==> config.mk <==
export PLATFORM = sky130hd
export DESIGN_NAME = multiplexed_seven_segment_driver
export DESIGN_NICKNAME = d
export VERILOG_FILES = /design/src/design/mssd_pkg.sv /design/src/design/multiplexed_seven_segment_driver.sv
export SDC_FILE = /design/constraint.sdc
export NUM_CORES = 1
export LEC_CHECK = 0
export BUFFER_PORTS_ARGS = -buffer_cell sky130_fd_sc_hd__buf_4
export CORE_MARGIN = 2
export CORE_UTILIZATION = 65
export CTS_BUF_LIST = sky130_fd_sc_hd__clkbuf_16
export CTS_CLUSTER_SIZE = 40
export DETAILED_ROUTE_END_ITERATION = 6
export PLACE_DENSITY = 0.87
export SLEW_MARGIN = 20
export SYNTH_ARGS = -nofsm -noshare
export SYNTH_HDL_FRONTEND = slang
export SYNTH_SLANG_ARGS = --single-unit
export TNS_END_PERCENT = 100
==> constraint.sdc <==
create_clock -name i_clk -period 6.9 [get_ports i_clk]
set_input_delay 0.345 -clock i_clk [delete_from_list [all_inputs] [get_ports i_clk]]
set_output_delay 0.345 -clock i_clk [all_outputs]
set_load 0.1 [all_outputs]
==> src/design/mssd_pkg.sv <==
// ----------------------------------------------------------------------------
// mssd_pkg
// Shared widths, reciprocal constants and segment table for the four-digit
// multiplexed seven-segment driver.
// ----------------------------------------------------------------------------
package mssd_pkg;

    localparam int NUM_W   = 16;
    localparam int MOD_W   = 14;
    localparam int SEG_W   = 7;
    localparam int DIGITS  = 4;
    localparam int POS_W   = 2;
    localparam int PROD_W  = 28;

    typedef logic [NUM_W-1:0]  t_number;
    typedef logic [MOD_W-1:0]  t_mod;
    typedef logic [SEG_W-1:0]  t_seg;
    typedef logic [DIGITS-1:0] t_enable;
    typedef logic [POS_W-1:0]  t_pos;
    typedef logic [3:0]        t_digit;

    // symbol codes: zero and the codes beyond the decimal digits
    localparam t_digit SYM_ZERO = 4'd0;
    localparam t_digit SYM_O    = 4'd10;
    localparam t_digit SYM_F    = 4'd11;

    localparam t_pos POS_FIRST  = 2'd0;
    localparam t_pos POS_SECOND = 2'd1;
    localparam t_pos POS_THIRD  = 2'd2;
    localparam t_pos POS_LAST   = 2'd3;

    // m / 1000 = (m * 8389) >> 23, m / 100 = (m * 10486) >> 20,
    // m / 10 = (m * 13108) >> 17, exact for m < 10000
    localparam logic [PROD_W-1:0] RECIP_1000 = 28'd8389;
    localparam logic [PROD_W-1:0] RECIP_100  = 28'd10486;
    localparam logic [PROD_W-1:0] RECIP_10   = 28'd13108;

    function automatic t_seg seg_code(input t_digit d);
        t_seg s;
        unique case (d)
            4'd0:    s = 7'h3F;
            4'd1:    s = 7'h06;
            4'd2:    s = 7'h5B;
            4'd3:    s = 7'h4F;
            4'd4:    s = 7'h66;
            4'd5:    s = 7'h6D;
            4'd6:    s = 7'h7D;
            4'd7:    s = 7'h07;
            4'd8:    s = 7'h7F;
            4'd9:    s = 7'h6F;
            SYM_O:   s = 7'h3F;
            SYM_F:   s = 7'h71;
            default: s = 7'h00;
        endcase
        return s;
    endfunction

endpackage

==> src/design/multiplexed_seven_segment_driver.sv <==
// ----------------------------------------------------------------------------
// multiplexed_seven_segment_driver
// Four-digit multiplexed display scan: decimal split, leading-zero blanking
// and segment decode, one refresh tick per word.
// ----------------------------------------------------------------------------
// Path from accepted word to result valid: input register, then mod 10000,
//   quotient multipliers, digit/enable/segment output register.
// Throughput: one word per cycle while i_stall is low; a stage advances whenever the next one moves.
// Reset: synchronous, active low; clears valids, scan position and enables.
module multiplexed_seven_segment_driver (
    input  logic                    i_clk,
    input  logic                    i_rst_n,
    input  logic                    i_valid,
    output logic                    o_stall,
    input  mssd_pkg::t_number       i_number_value,
    input  logic                    i_running,
    output logic                    o_valid,
    input  logic                    i_stall,
    output mssd_pkg::t_seg          o_segment_bits,
    output mssd_pkg::t_enable       o_digit_enable,
    output mssd_pkg::t_pos          o_scan_position
);
    import mssd_pkg::*;

    // pipeline control
    logic en1, en2, en3, out_en, s3_fire;
    logic r_v1, r_v2, r_v3, r_out_valid;

    // stage payloads
    t_number r_num;
    logic    r_run1, r_run2, r_run3;
    t_mod    r_m2, r_m3;
    logic [3:0] r_q1;
    logic [6:0] r_q2;
    logic [9:0] r_q3;

    // scan state
    t_pos    r_scan, n_scan;
    t_enable r_en, n_en;

    // output registers
    t_seg    r_seg;
    t_enable r_out_en;
    t_pos    r_out_pos;

    assign out_en  = !r_out_valid || !i_stall;
    assign en3     = !r_v3 || out_en;
    assign en2     = !r_v2 || en3;
    assign en1     = !r_v1 || en2;
    assign s3_fire = r_v3 && out_en;
    assign o_stall = !en1;

    always_ff @(posedge i_clk) begin
        if (!i_rst_n) begin
            r_v1        <= 1'b0;
            r_v2        <= 1'b0;
            r_v3        <= 1'b0;
            r_out_valid <= 1'b0;
        end else begin
            if (en1)    r_v1        <= i_valid;
            if (en2)    r_v2        <= r_v1;
            if (en3)    r_v3        <= r_v2;
            if (out_en) r_out_valid <= r_v3;
        end
    end

    // stage 1: input register
    always_ff @(posedge i_clk) begin
        if (en1 && i_valid) begin
            r_num  <= i_number_value;
            r_run1 <= i_running;
        end
    end

    // stage 2: number mod 10000 by range select
    t_mod n_m;
    always_comb begin
        priority if (r_num >= 16'd60000) n_m = MOD_W'(r_num - 16'd60000);
        else if (r_num >= 16'd50000)     n_m = MOD_W'(r_num - 16'd50000);
        else if (r_num >= 16'd40000)     n_m = MOD_W'(r_num - 16'd40000);
        else if (r_num >= 16'd30000)     n_m = MOD_W'(r_num - 16'd30000);
        else if (r_num >= 16'd20000)     n_m = MOD_W'(r_num - 16'd20000);
        else if (r_num >= 16'd10000)     n_m = MOD_W'(r_num - 16'd10000);
        else                             n_m = MOD_W'(r_num);
    end

    always_ff @(posedge i_clk) begin
        if (en2 && r_v1) begin
            r_m2   <= n_m;
            r_run2 <= r_run1;
        end
    end

    // stage 3: quotients by reciprocal multiply
    logic [PROD_W-1:0] p1000, p100, p10;
    assign p1000 = PROD_W'(r_m2) * RECIP_1000;
    assign p100  = PROD_W'(r_m2) * RECIP_100;
    assign p10   = PROD_W'(r_m2) * RECIP_10;

    always_ff @(posedge i_clk) begin
        if (en3 && r_v2) begin
            r_q1   <= p1000[26:23];
            r_q2   <= p100[26:20];
            r_q3   <= p10[26:17];
            r_m3   <= r_m2;
            r_run3 <= r_run2;
        end
    end

    // output stage: digits, enable update, segment decode
    logic [6:0]  d1_w;
    logic [9:0]  d2_w;
    t_mod        d3_w;
    t_digit      dig [DIGITS];
    t_digit      cur;

    assign d1_w = r_q2 - ((7'(r_q1)) << 3) - ((7'(r_q1)) << 1);
    assign d2_w = r_q3 - ((10'(r_q2)) << 3) - ((10'(r_q2)) << 1);
    assign d3_w = r_m3 - ((MOD_W'(r_q3)) << 3) - ((MOD_W'(r_q3)) << 1);

    always_comb begin
        if (r_run3) begin
            dig[0] = r_q1;
            dig[1] = d1_w[3:0];
            dig[2] = d2_w[3:0];
            dig[3] = d3_w[3:0];
        end else begin
            dig[0] = SYM_ZERO;
            dig[1] = SYM_O;
            dig[2] = SYM_F;
            dig[3] = SYM_F;
        end

        n_scan = r_scan + 2'd1;
        n_en   = r_en;
        unique case (n_scan)
            POS_FIRST: begin
                if (dig[0] != SYM_ZERO) n_en[0] = 1'b1;
                n_en[3] = 1'b0;
            end
            POS_SECOND: begin
                if (dig[0] != SYM_ZERO || dig[1] != SYM_ZERO) n_en[1] = 1'b1;
                n_en[0] = 1'b0;
            end
            POS_THIRD: begin
                if (dig[0] != SYM_ZERO || dig[1] != SYM_ZERO || dig[2] != SYM_ZERO)
                    n_en[2] = 1'b1;
                n_en[1] = 1'b0;
            end
            POS_LAST: begin
                n_en[2] = 1'b0;
                n_en[3] = 1'b1;
            end
            default: n_en = r_en;
        endcase
        cur = dig[n_scan];
    end

    always_ff @(posedge i_clk) begin
        if (!i_rst_n) begin
            r_scan <= POS_FIRST;
            r_en   <= '0;
        end else if (s3_fire) begin
            r_scan <= n_scan;
            r_en   <= n_en;
        end
    end

    always_ff @(posedge i_clk) begin
        if (s3_fire) begin
            r_seg     <= seg_code(cur);
            r_out_en  <= n_en;
            r_out_pos <= n_scan;
        end
    end

    assign o_valid         = r_out_valid;
    assign o_segment_bits  = r_seg;
    assign o_digit_enable  = r_out_en;
    assign o_scan_position = r_out_pos;

    // scan position steps by one per tick through the last stage
    a_scan_step: assert property (@(posedge i_clk) disable iff (!i_rst_n)
        s3_fire |=> r_scan == $past(r_scan) + 2'd1)
        else $error("scan position did not advance by one");

    // last digit is always lit when refreshed
    a_last_lit: assert property (@(posedge i_clk) disable iff (!i_rst_n)
        (o_valid && o_scan_position == POS_LAST) |-> o_digit_enable[3])
        else $error("last digit not enabled on its refresh");

    // previous position is dark after each refresh
    a_prev_off: assert property (@(posedge i_clk) disable iff (!i_rst_n)
        o_valid |-> !o_digit_enable[o_scan_position - 2'd1])
        else $error("previous digit enable not cleared");

    // an empty input register never holds off the source
    a_no_stall_empty: assert property (@(posedge i_clk) disable iff (!i_rst_n)
        !r_v1 |-> !o_stall)
        else $error("stall raised with empty input stage");

endmodule
==> results.yml, run 1 <==
placement:
  gp_congestion: 1.032
  dp_hpwl_um: 22290
  io_buffers: 35
power:
  internal-power_mw: 2.139
  comb_power_share: 0.710
  power.share.sequential: 0.163
  leakagePower_nw: 6.263
  ir_drop_mv: 0.3239
  p_sw_mw: 1.866
  power.total_mw: 4.005
  power.share.switching: 0.4660
  power.density_nw_per_um2: 322.6
  p_clk_frac: 0.127
clock_tree:
  cts_tree: "built"
  htree_levels: 3
  clock_latency_ns: 0.34
  cts_hold_buf: 0
  cts_buffers: 9
  root_buffer: "clkbuf_16"
  clockBufferDepth: 2
  path_clk_slew_ns: 0.06
  postCtsSetupRepairBufs: 0
  cts_sinks: 72
  cts_resized: 0
drt:
  drt_iter0_markers: 760
  drt_wl_total_um: 28030
  ant_nets: 0
  vias_per_cell: 5.987
  dr.pass1.iters: 5
  vias: 8807
  drc_errors: 0
  wl_per_cell_um: 19.05
global_routing:
  grt_pass1_wl_um: 45570
  grt_usage: 0.3146
  grt_max_degree: 20
  grt_overflow: 0
  grt_pass1_vias: 9016
  antenna_found_initial: 0
timing:
  slew_violations: 0
  grt_setup_unrepaired: "no"
  worst_slew_pin_slew_ns: 0.9392
  setup_viol: 0
  holdWs_ns: 0.1807
  timing.final.hold_violations: 0
  fin_crit_ns: 5.300
  setup_tns_ns: 0
  period_share: 0.7681
  fmax_mhz: 188.7
  fin_skew_ns: 0.007504
  slew_headroom: 0.3656
synthesis:
  yosys_most_used_dff: "edfxtp_1"
  yosys_warnings: 0
  synth_adder_area_share: 0.4642
  synth.most_common_cell: "inv_1"
  synth.top_cell.area_share: 0.2488
  syn_area_um2: 11620
  syn_nets: 1590
  synth_edf_count: 62
  netlist_top_cells_area: "ha_1 (25%), fa_1 (22%), edfxtp_1 (16%), inv_1 (9.9%), xnor2_1 (2.8%)"
  ys_seq_elements: 72
  yosysSeqAreaShare: 0.1775
  syn_area_per_cell_um2: 9.576
  yosys.area.top_type: "ha_1"
  muxShareOfSynthArea: 0.006247
  synth-xor-area-share: 0.04222
  synthDistinctLibCells: 76
  synth_commonest_cells: "inv_1 (305), ha_1 (231), fa_1 (125)"
  synth_top_family_by_area: "adder cells"
  yosys.area_share.simple: 0.08305
  synth_compound_area_frac: 0.1197
  syn_inst: 1213
  async_flop_share: 0
critical_path:
  critPathArrivalTime_ns: 5.38
  r2r_setup_slack_ns: 1.60
  path_class: "reg -> reg"
  critPathRequiredTime_ns: 6.98
  crit_path_end_kind: "flip-flop"
  worstReg2RegEnd: "r_q2[3]$_DFFE_PP_"
  critPathMaxFanout: 12
  regToRegStartpoint: "r_m2[10]$_DFFE_PP_"
  start_kind: "flip-flop"
  reg2reg_depth: 15
floorplanning:
  dieArea_um2: 18960
  pin_count: 36
  chipHeight_um: 137.7
  die_w_um: 137.7
  core_um2: 17360
  start_util: 0.6693
  rows: 48
min_path:
  worstHoldPathType: "in -> reg"
  hold_depth: 1
  hp-start: "i_number_value[6]"
  whs_endpoint: "r_num[6]$_DFFE_PP_"
final_layout:
  fin_util: 0.7153
  fill_cells: 1193
  num_antenna_cells: 0
  nNetsFinal: 1618
  seq_area_um2: 2062
  multi_input_area_um2: 8310
  area_growth_pct: 6.883
  drive_above_1_share: 0.05457
flow_run:
  drv_cap: 0
run_status:
  status: "finished clean"
placed cells by master, fill, tap and decap left out, types with 4 or more instances in the layout:
master | netlist | routed
a31oi_1 | 10 | 10
nor2b_1 | 15 | 15
a211oi_1 | 8 | 8
nand4_1 | 6 | 6
fa_1 | 125 | 125
xnor2_1 | 37 | 37
buf_4 | 0 | 39
nand3_1 | 19 | 19
a211o_1 | 4 | 4
a21o_1 | 14 | 14
nor4_1 | 5 | 5
and3_1 | 6 | 6
nor2_1 | 33 | 33
o21a_1 | 10 | 10
o211ai_1 | 12 | 12
dfxtp_1 | 10 | 10
and2_1 | 11 | 11
nand2b_1 | 10 | 10
a21oi_1 | 54 | 54
o21ai_0 | 31 | 31
inv_1 | 305 | 305
xor2_1 | 19 | 19
nand2_1 | 56 | 56
edfxtp_1 | 62 | 62
a21boi_0 | 5 | 4
nor3_1 | 10 | 10
mux2i_1 | 5 | 5
ha_1 | 231 | 231
clkbuf_16 | 0 | 9
worst max path at each step:
| stage | start | endpoint | slack, ns | cells after the start |
|---|---|---|---|---|
| floorplan | r_m2[10]$_DFFE_PP_ | r_q2[3]$_DFFE_PP_ | 2.01 | 15 |
| global placement | r_m2[10]$_DFFE_PP_ | r_q2[3]$_DFFE_PP_ | 1.75 | 15 |
| detailed placement | r_m2[6]$_DFFE_PP_ | r_q2[3]$_DFFE_PP_ | 1.59 | 15 |
| CTS | r_m2[6]$_DFFE_PP_ | r_q2[3]$_DFFE_PP_ | 1.59 | 15 |
| global route | r_m2[8]$_DFFE_PP_ | r_q2[3]$_DFFE_PP_ | 1.32 | 17 |
| finish | r_m2[10]$_DFFE_PP_ | r_q2[3]$_DFFE_PP_ | 1.60 | 15 |
metal layers:
layer / up-vias / routed length, µm / track usage
met5: - / 0 / 0
met1: 4219 / 11120 / 0.4045
met4: 0 / 1203 / 0.1306
li1: 4075 / - / -
met2: 420 / 13610 / 0.5182
met3: 93 / 2087 / 0.06586
stage by stage:
stage               cell area, µm²  std cells  setup WS (ns)
finish                       12420       1471          1.600
global route                 12420       1471          1.323
CTS                          12420       1471          1.595
detailed placement           12100       1455          1.592
global placement             12100       1455          1.750
floorplan                    11620       1213          2.005
power by group through the flow:
stage	sequential (mW)	clock (mW)	combinational, mW
after floorplan	0.646	0	2.14
after global placement	0.656	0	2.63
after detailed placement	0.659	0	2.78
after CTS	0.651	0.508	2.83
after global routing	0.660	0.527	3.25
final	0.653	0.508	2.84
sequential cells by signal, summed over array words and instances, names as in the netlist, 2 cells and up:
register	cells
r_m2	14
r_q1	4
o_digit_enable	4
o_scan_position	2
r_q3	4
o_segment_bits	7
r_scan	2
r_num	16
r_q2	4
r_en	4
r_m3	4
worst max-delay path, stage by stage, from the launching register on:
cell	delay [ns]
edfxtp_1	0.66
ha_1	0.49
inv_1	0.09
fa_1	0.51
inv_1	0.05
fa_1	0.47
fa_1	0.49
inv_1	0.06
fa_1	0.52
inv_1	0.04
ha_1	0.33
a2111oi_0	0.37
a311oi_1	0.15
a211o_1	0.32
a221oi_1	0.36
xnor2_1	0.12
kinds of logic (layout without fill, tap and decap cells):
logic type      count (synthesis)  in the layout
simple gates                  189            189
xor+xnor                       56             56
fa+ha+maj                     356            356
mux                             7              7
flops                          72             72
compound gates                205            205
buf+inv                       328            361
cell type report:
type / count / share of cell area
Clock buffer: 9 / 0.01814
Clock inverter: 7 / 0.007659
Inverter: 306 / 0.09251
Multi-Input combinational cell: 813 / 0.6694
Sequential cell: 72 / 0.1661
Tap cell: 225 / 0.02267
Timing Repair Buffer: 39 / 0.02358
(Power assumes the default switching activity.)
==> run 2: changes to the inputs <==
CORE_UTILIZATION = 59   (was 65)
PLACE_DENSITY = 0.83   (was 0.87)
clock period = 4.7 ns   (was 6.9 ns; I/O delays follow)
==> run 2 against run 1 <==
The flow now finishes with violations (setup timing). Register-to-register slack got worse by 1.9 ns. Hold slack got worse by 0.12 ns. Core utilization up 2.9 points. Fmax grew 6.4%. Cell count grew 12%. Via count up 14%. Design area is 16% higher. Critical endpoint is now r_q2[2]$_DFFE_PP_. Setup slack got worse by 1.9 ns. Sequential cell count is the same. Die area rose by 9.9%. Wire length is 31% higher. Total power rose by 93%.
==> results.yml, run 2 (synthesis results as in run 1) <==
global_routing:
  grt_overflow: 0
  grt_max_degree: 20
  grt_pass1_wl_um: 50360
  grt_pass1_vias: 9908
  grt_usage: 0.3144
  antenna_found_initial: 0
run_status:
  status: "finished with violations"
  violations: "setup timing"
final_layout:
  fill_cells: 1224
  drive_above_1_share: 0.2358
  regMostFlops: "r_num"
  area_growth_pct: 24.32
  nNetsFinal: 1759
  largest_reg_flops: 16
  layout_commonest_cell: "inv_1"
  num_antenna_cells: 0
  final_cells: 1652
  final_cell_mix: "inv_1 (283), ha_1 (175), buf_4 (164), fa_1 (115), edfxtp_1 (62)"
  fin_util: 0.7445
timing:
  fin_crit_ns: 4.981
  grt_setup_unrepaired: "yes"
  setup_slack_ns: -0.2811
  worst_slew_pin_slew_ns: 0.9199
  setup_tns_ns: -1.418
  slew_headroom: 0.3839
  period_share: 1.060
  slew_violations: 0
  fmax_mhz: 200.8
  timing.final.hold_violations: 0
  fin_skew_ns: 0.008469
  setup_viol: 9
  holdWs_ns: 0.06288
critical_path:
  critPathSlowestCell: "fa_1"
  critPathRequiredTime_ns: 4.80
  path_cells: "buf_6 > fa_1 > ha_1 > inv_1 > fa_1 > inv_1 > fa_1 > inv_1 > fa_1 > inv_2 > ha_4 > a21oi_2 > nor2b_1 > o21ai_1 > o211ai_1 > a221o_1 > a21oi_2 > xnor2_1"
  path_buf_inv: 5
  cp_common_cell: "fa_1"
  max_stage_delay_ns: 0.53
  critPathMaxFanout: 6
  critPathArrivalTime_ns: 5.08
  worstReg2RegEnd: "r_q2[2]$_DFFE_PP_"
  crit_path_end_kind: "flip-flop"
  crit_family: "adder cells"
  start_kind: "flip-flop"
  r2r_setup_slack_ns: -0.28
  regToRegStartpoint: "r_m2[8]$_DFFE_PP_"
  reg2reg_depth: 18
  path_class: "reg -> reg"
power:
  comb_power_share: 0.779
  ir_drop_mv: 0.4102
  leakagePower_nw: 6.938
  p_clk_frac: 0.100
  internal-power_mw: 4.107
  power.share.sequential: 0.121
  power.density_nw_per_um2: 534.6
  power.share.switching: 0.4679
  p_sw_mw: 3.612
floorplanning:
  core_um2: 19400
  die_w_um: 144.3
  start_util: 0.5988
  dieArea_um2: 20830
  rows: 51
  pin_count: 36
  chipHeight_um: 144.3
placement:
  dp_hpwl_um: 23910
  io_buffers: 35
  gp_congestion: 0.9657
  dp.cells: 1600
drt:
  vias: 10080
  drt_wl_total_um: 36670
  drt_iter0_markers: 1026
  vias_per_cell: 6.103
  ant_nets: 0
  dr.pass1.iters: 7
  drc_errors: 0
  wl_per_cell_um: 22.20
min_path:
  whs_endpoint: "r_num[7]$_DFFE_PP_"
  hold_depth: 1
  hp-start: "i_number_value[7]"
  worstHoldPathType: "in -> reg"
clock_tree:
  htree_levels: 3
  cts_buffers: 9
  clock_latency_ns: 0.35
  cts_hold_buf: 0
  path_clk_slew_ns: 0.07
  root_buffer: "clkbuf_16"
  clockBufferDepth: 2
  cts_tree: "built"
  cts_sinks: 72
flow_run:
  drv_cap: 0
==> run 2: cell types whose count changed in the layout (fill, tap and decap cells not counted), moves of 6 or more <==
cell     delta
buf_6      +15
ha_4       +48
a21oi_2    +11
inv_1      -22
a21oi_1    -11
buf_4     +125
o21ai_1     +6
o21ai_0     -7
inv_2      +20
ha_1       -56
fa_2       +10
ha_2        +8
fa_1       -10
==> run 2: worst max path at each step <==
stage	start	to	cells past startpoint
floorplan	r_m2[8]$_DFFE_PP_	r_q2[3]$_DFFE_PP_	17
CTS	r_m2[7]$_DFFE_PP_	r_q3[2]$_DFFE_PP_	16
finish	r_m2[8]$_DFFE_PP_	r_q2[2]$_DFFE_PP_	18
detailed placement	r_m2[4]$_DFFE_PP_	r_q2[0]$_DFFE_PP_	19
global placement	r_m2[4]$_DFFE_PP_	r_q2[0]$_DFFE_PP_	19
global route	r_m2[9]$_DFFE_PP_	r_q2[2]$_DFFE_PP_	16
==> run 2: metrics by stage <==
step / worst slack, ns / power (mW) / cell area, µm²
after floorplan: 0.002244 / 4.173 / 11680
after global placement: -0.2175 / 5.136 / 13010
after detailed placement: -0.2737 / 5.365 / 13010
after CTS: -0.04012 / 6.848 / 13820
after global routing: -0.3540 / 8.256 / 14440
final: -0.2811 / 7.720 / 14440
==> run 2: metal layers <==
layer	global-route usage	share of wire
met1	0.3823	0.36
met2	0.5557	0.49
met3	0.05397	0.082
met4	0.1247	0.073
met5	0	0
==> run 2: final cells by class <==
class	instances	area (µm²)	share of cell area
clock inverter	7	101.3	0.007018
inverter	306	1155	0.07997
clock buffer	9	225.2	0.01560
sequential	72	2062	0.1428
tap	265	331.6	0.02296
timing repair buffer	180	1420	0.09834
multi-input combinational	813	9146	0.6333
==> run 2: worst register-to-register path: cells and delay by family, from the launching register on <==
kind,cells,cell delay (ns)
fa+ha+maj,6,2.58
compound gates,5,1.10
flops,1,0.46
buf+inv,5,0.42
xor+xnor,1,0.09
simple gates,1,0.08
==> run 2: power groups by stage <==
stage	sequential, mW	clock, mW	combinational (mW)
after floorplan	0.951	0	3.22
after global placement	0.939	0	4.20
after detailed placement	0.943	0	4.42
after CTS	0.930	0.771	5.15
after global routing	0.940	0.792	6.52
final	0.934	0.775	6.01
==> run 2: repair_timing <==
action | 4_1_cts | 5_1_grt
endpoints found under the hold margin | 0 | 0
setup buffers | 18 | 19
pin swaps | 66 | 47
resized for setup | 72 | 74
setup endpoints to repair | 9 | 12
==> run 3: changes to the inputs <==
BUFFER_PORTS_ARGS = unset   (was -buffer_cell sky130_fd_sc_hd__buf_4)
CAP_MARGIN = 20   (was unset)
CORE_UTILIZATION = 65   (was 59)
DONT_BUFFER_PORTS = 1   (was unset)
PLACE_DENSITY = 0.85   (was 0.83)
clock period = 4.9 ns   (was 4.7 ns; I/O delays follow)
==> run 3 against run 2 <==
Total power is 12% lower. Clock skew is 0.0013 ns higher. Sequential power hardly changed. Design area is 5.4% lower. The flow now finishes without violations. Setup slack better by 0.29 ns. Wire length is 10% lower. Sequential share of layout area is 0.81 points higher. Critical path depth is 2 lower. Register-to-register slack better by 0.29 ns. First-iteration DRC count is 2.3% lower. Fmax is 1.9% higher. Sequential cell count stayed put.
==> results.yml, run 3 (synthesis results as in run 1) <==
run_status:
  status: "finished clean"
final_layout:
  fin_util: 0.7871
  layout_commonest_cell: "inv_1"
  multi_input_area_um2: 8916
  final_cell_mix: "inv_1 (290), ha_1 (191), fa_1 (121), buf_4 (82), edfxtp_1 (62)"
  fill_cells: 991
  seq_area_um2: 2062
  regMostFlops: "r_num"
  drive_above_1_share: 0.1571
  design_area_um2: 13660
  largest_reg_flops: 16
  nNetsFinal: 1690
  num_antenna_cells: 0
  area_growth_pct: 17.61
critical_path:
  path_cells: "buf_6 > ha_4 > buf_4 > inv_1 > fa_1 > inv_1 > fa_1 > inv_1 > fa_2 > fa_1 > inv_1 > ha_1 > a2111oi_4 > a31oi_4 > buf_4 > xor2_1"
  r2r_setup_slack_ns: 0.01
  path_class: "reg -> reg"
  regToRegStartpoint: "r_m2[8]$_DFFE_PP_"
  critPathRequiredTime_ns: 4.99
  path_buf_inv: 7
  crit_path_end_kind: "flip-flop"
  max_stage_delay_ns: 0.55
  critPathArrivalTime_ns: 4.97
  critPathSlowestCell: "fa_1"
  start_kind: "flip-flop"
  worstReg2RegEnd: "r_q3[1]$_DFFE_PP_"
  critPathMaxFanout: 4
  reg2reg_depth: 16
  crit_family: "adder cells"
  cp_common_cell: "inv_1"
power:
  ir_drop_mv: 0.6099
  p_sw_mw: 3.204
  leakagePower_nw: 6.596
  power.share.sequential: 0.138
  p_clk_frac: 0.100
  power.density_nw_per_um2: 498.2
  internal-power_mw: 3.602
  power.share.switching: 0.4707
  comb_power_share: 0.763
global_routing:
  grt_overflow: 0
  grt_pass1_wl_um: 46510
  grt_pass1_vias: 9154
  grt_max_degree: 20
  grt_usage: 0.3212
  antenna_found_initial: 0
floorplanning:
  rows: 48
  die_w_um: 137.7
  start_util: 0.6693
  pin_count: 36
  core_um2: 17360
  chipHeight_um: 137.7
  dieArea_um2: 18960
placement:
  io_buffers: 0
  place_area_um2: 12310
  gp_congestion: 0.9723
  dp_hpwl_um: 22820
drt:
  vias: 9487
  wl_per_cell_um: 21.37
  drt_wl_total_um: 32970
  ant_nets: 0
  drt_iter0_markers: 1002
  dr.pass1.iters: 5
  vias_per_cell: 6.148
  drc_errors: 0
clock_tree:
  clock_latency_ns: 0.35
  htree_levels: 3
  clockBufferDepth: 2
  root_buffer: "clkbuf_16"
  cts_tree: "built"
  cts_buffers: 9
  cts_sinks: 72
  path_clk_slew_ns: 0.07
timing:
  fin_crit_ns: 4.888
  timing.final.hold_violations: 0
  fin_skew_ns: 0.009800
  period_share: 0.9976
  setup_tns_ns: 0
  slew_violations: 0
  slew_headroom: 0.2792
  worst_slew_pin_slew_ns: 1.080
  setup_viol: 0
  fmax_mhz: 204.6
min_path:
  hp-start: "i_rst_n"
  hold_depth: 1
  whs_endpoint: "r_scan[0]$_SDFFE_PN0P_"
  worstHoldPathType: "in -> reg"
flow_run:
  drv_cap: 0
[run 3: changes by cell type in the layout (fill, tap and decap cells not counted), sizes merged]
cell,delta
clkinv,+4
inv,-3
buf,-86
bufinv,-1
dlygate4sd3,+17
[run 3: worst max path at each step]
stage	startpoint	to	slack (ns)	cells after the start
2_1_floorplan	r_m2[10]$_DFFE_PP_	r_q2[3]$_DFFE_PP_	0.005	15
3_3_place_gp	r_m2[7]$_DFFE_PP_	r_q1[2]$_DFFE_PP_	0.02	18
3_5_place_dp	r_m2[10]$_DFFE_PP_	r_q2[3]$_DFFE_PP_	-0.13	16
4_1_cts	r_m2[8]$_DFFE_PP_	r_q3[3]$_DFFE_PP_	0.0005	16
5_1_grt	r_m2[0]$_DFFE_PP_	r_q2[3]$_DFFE_PP_	-0.11	18
6_report	r_m2[8]$_DFFE_PP_	r_q3[1]$_DFFE_PP_	0.01	16
[run 3: worst reg2reg max path, cell delays in order (launching register included)]
cell and delay, ns:
edfxtp_1 0.53, buf_6 0.20, ha_4 0.28, buf_4 0.10, inv_1 0.04, fa_1 0.52, inv_1 0.05, fa_1 0.55
inv_1 0.08, fa_2 0.45, fa_1 0.54, inv_1 0.05, ha_1 0.27, a2111oi_4 0.48, a31oi_4 0.18, buf_4 0.17
xor2_1 0.15
[run 3: through the flow]
stage	total power, mW	hold slack (ns)	instances	setup WS (ns)
3_5_place_dp	4.970	0.3439	1484	-0.1335
2_1_floorplan	3.920	0.3439	1213	0.005163
4_1_cts	5.805	0.01433	1520	0.0005498
3_3_place_gp	4.735	0.3439	1484	0.02073
6_report	6.806	0.02400	1543	0.01183
5_1_grt	7.376	0.02230	1543	-0.1097
[run 3: final cells by class]
type / instances / share of cell area
Tap cell: 225 / 0.02061
Clock inverter: 7 / 0.005770
Clock buffer: 9 / 0.01648
Timing Repair Buffer: 111 / 0.06869
Sequential cell: 72 / 0.1509
Inverter: 306 / 0.08490
Multi-Input combinational cell: 813 / 0.6526
[run 3: power groups by stage]
stage,Clock [mW],Sequential (mW),Combinational [mW]
3_3_place_gp,0,0.935,3.80
4_1_cts,0.670,0.924,4.21
2_1_floorplan,0,0.910,3.01
5_1_grt,0.701,0.938,5.74
3_5_place_dp,0,0.935,4.03
6_report,0.677,0.936,5.19
[run 3: timing repair]
item	in CTS	in global routing
resized for setup	8	100
hold buffers	17	0
endpoints found under the hold margin	17	0
pin swaps	1	57
endpoints found under the setup margin	5	11
setup buffers	3	23
[run 3: metal layers]
metal / vias up / GRT usage / wire length [µm]
met3: 143 / 0.04489 / 2411
met5: - / 0 / 0
met4: 0 / 0.1226 / 1870
met2: 524 / 0.5381 / 16200
met1: 4593 / 0.4239 / 12490
li1: 4227 / - / -
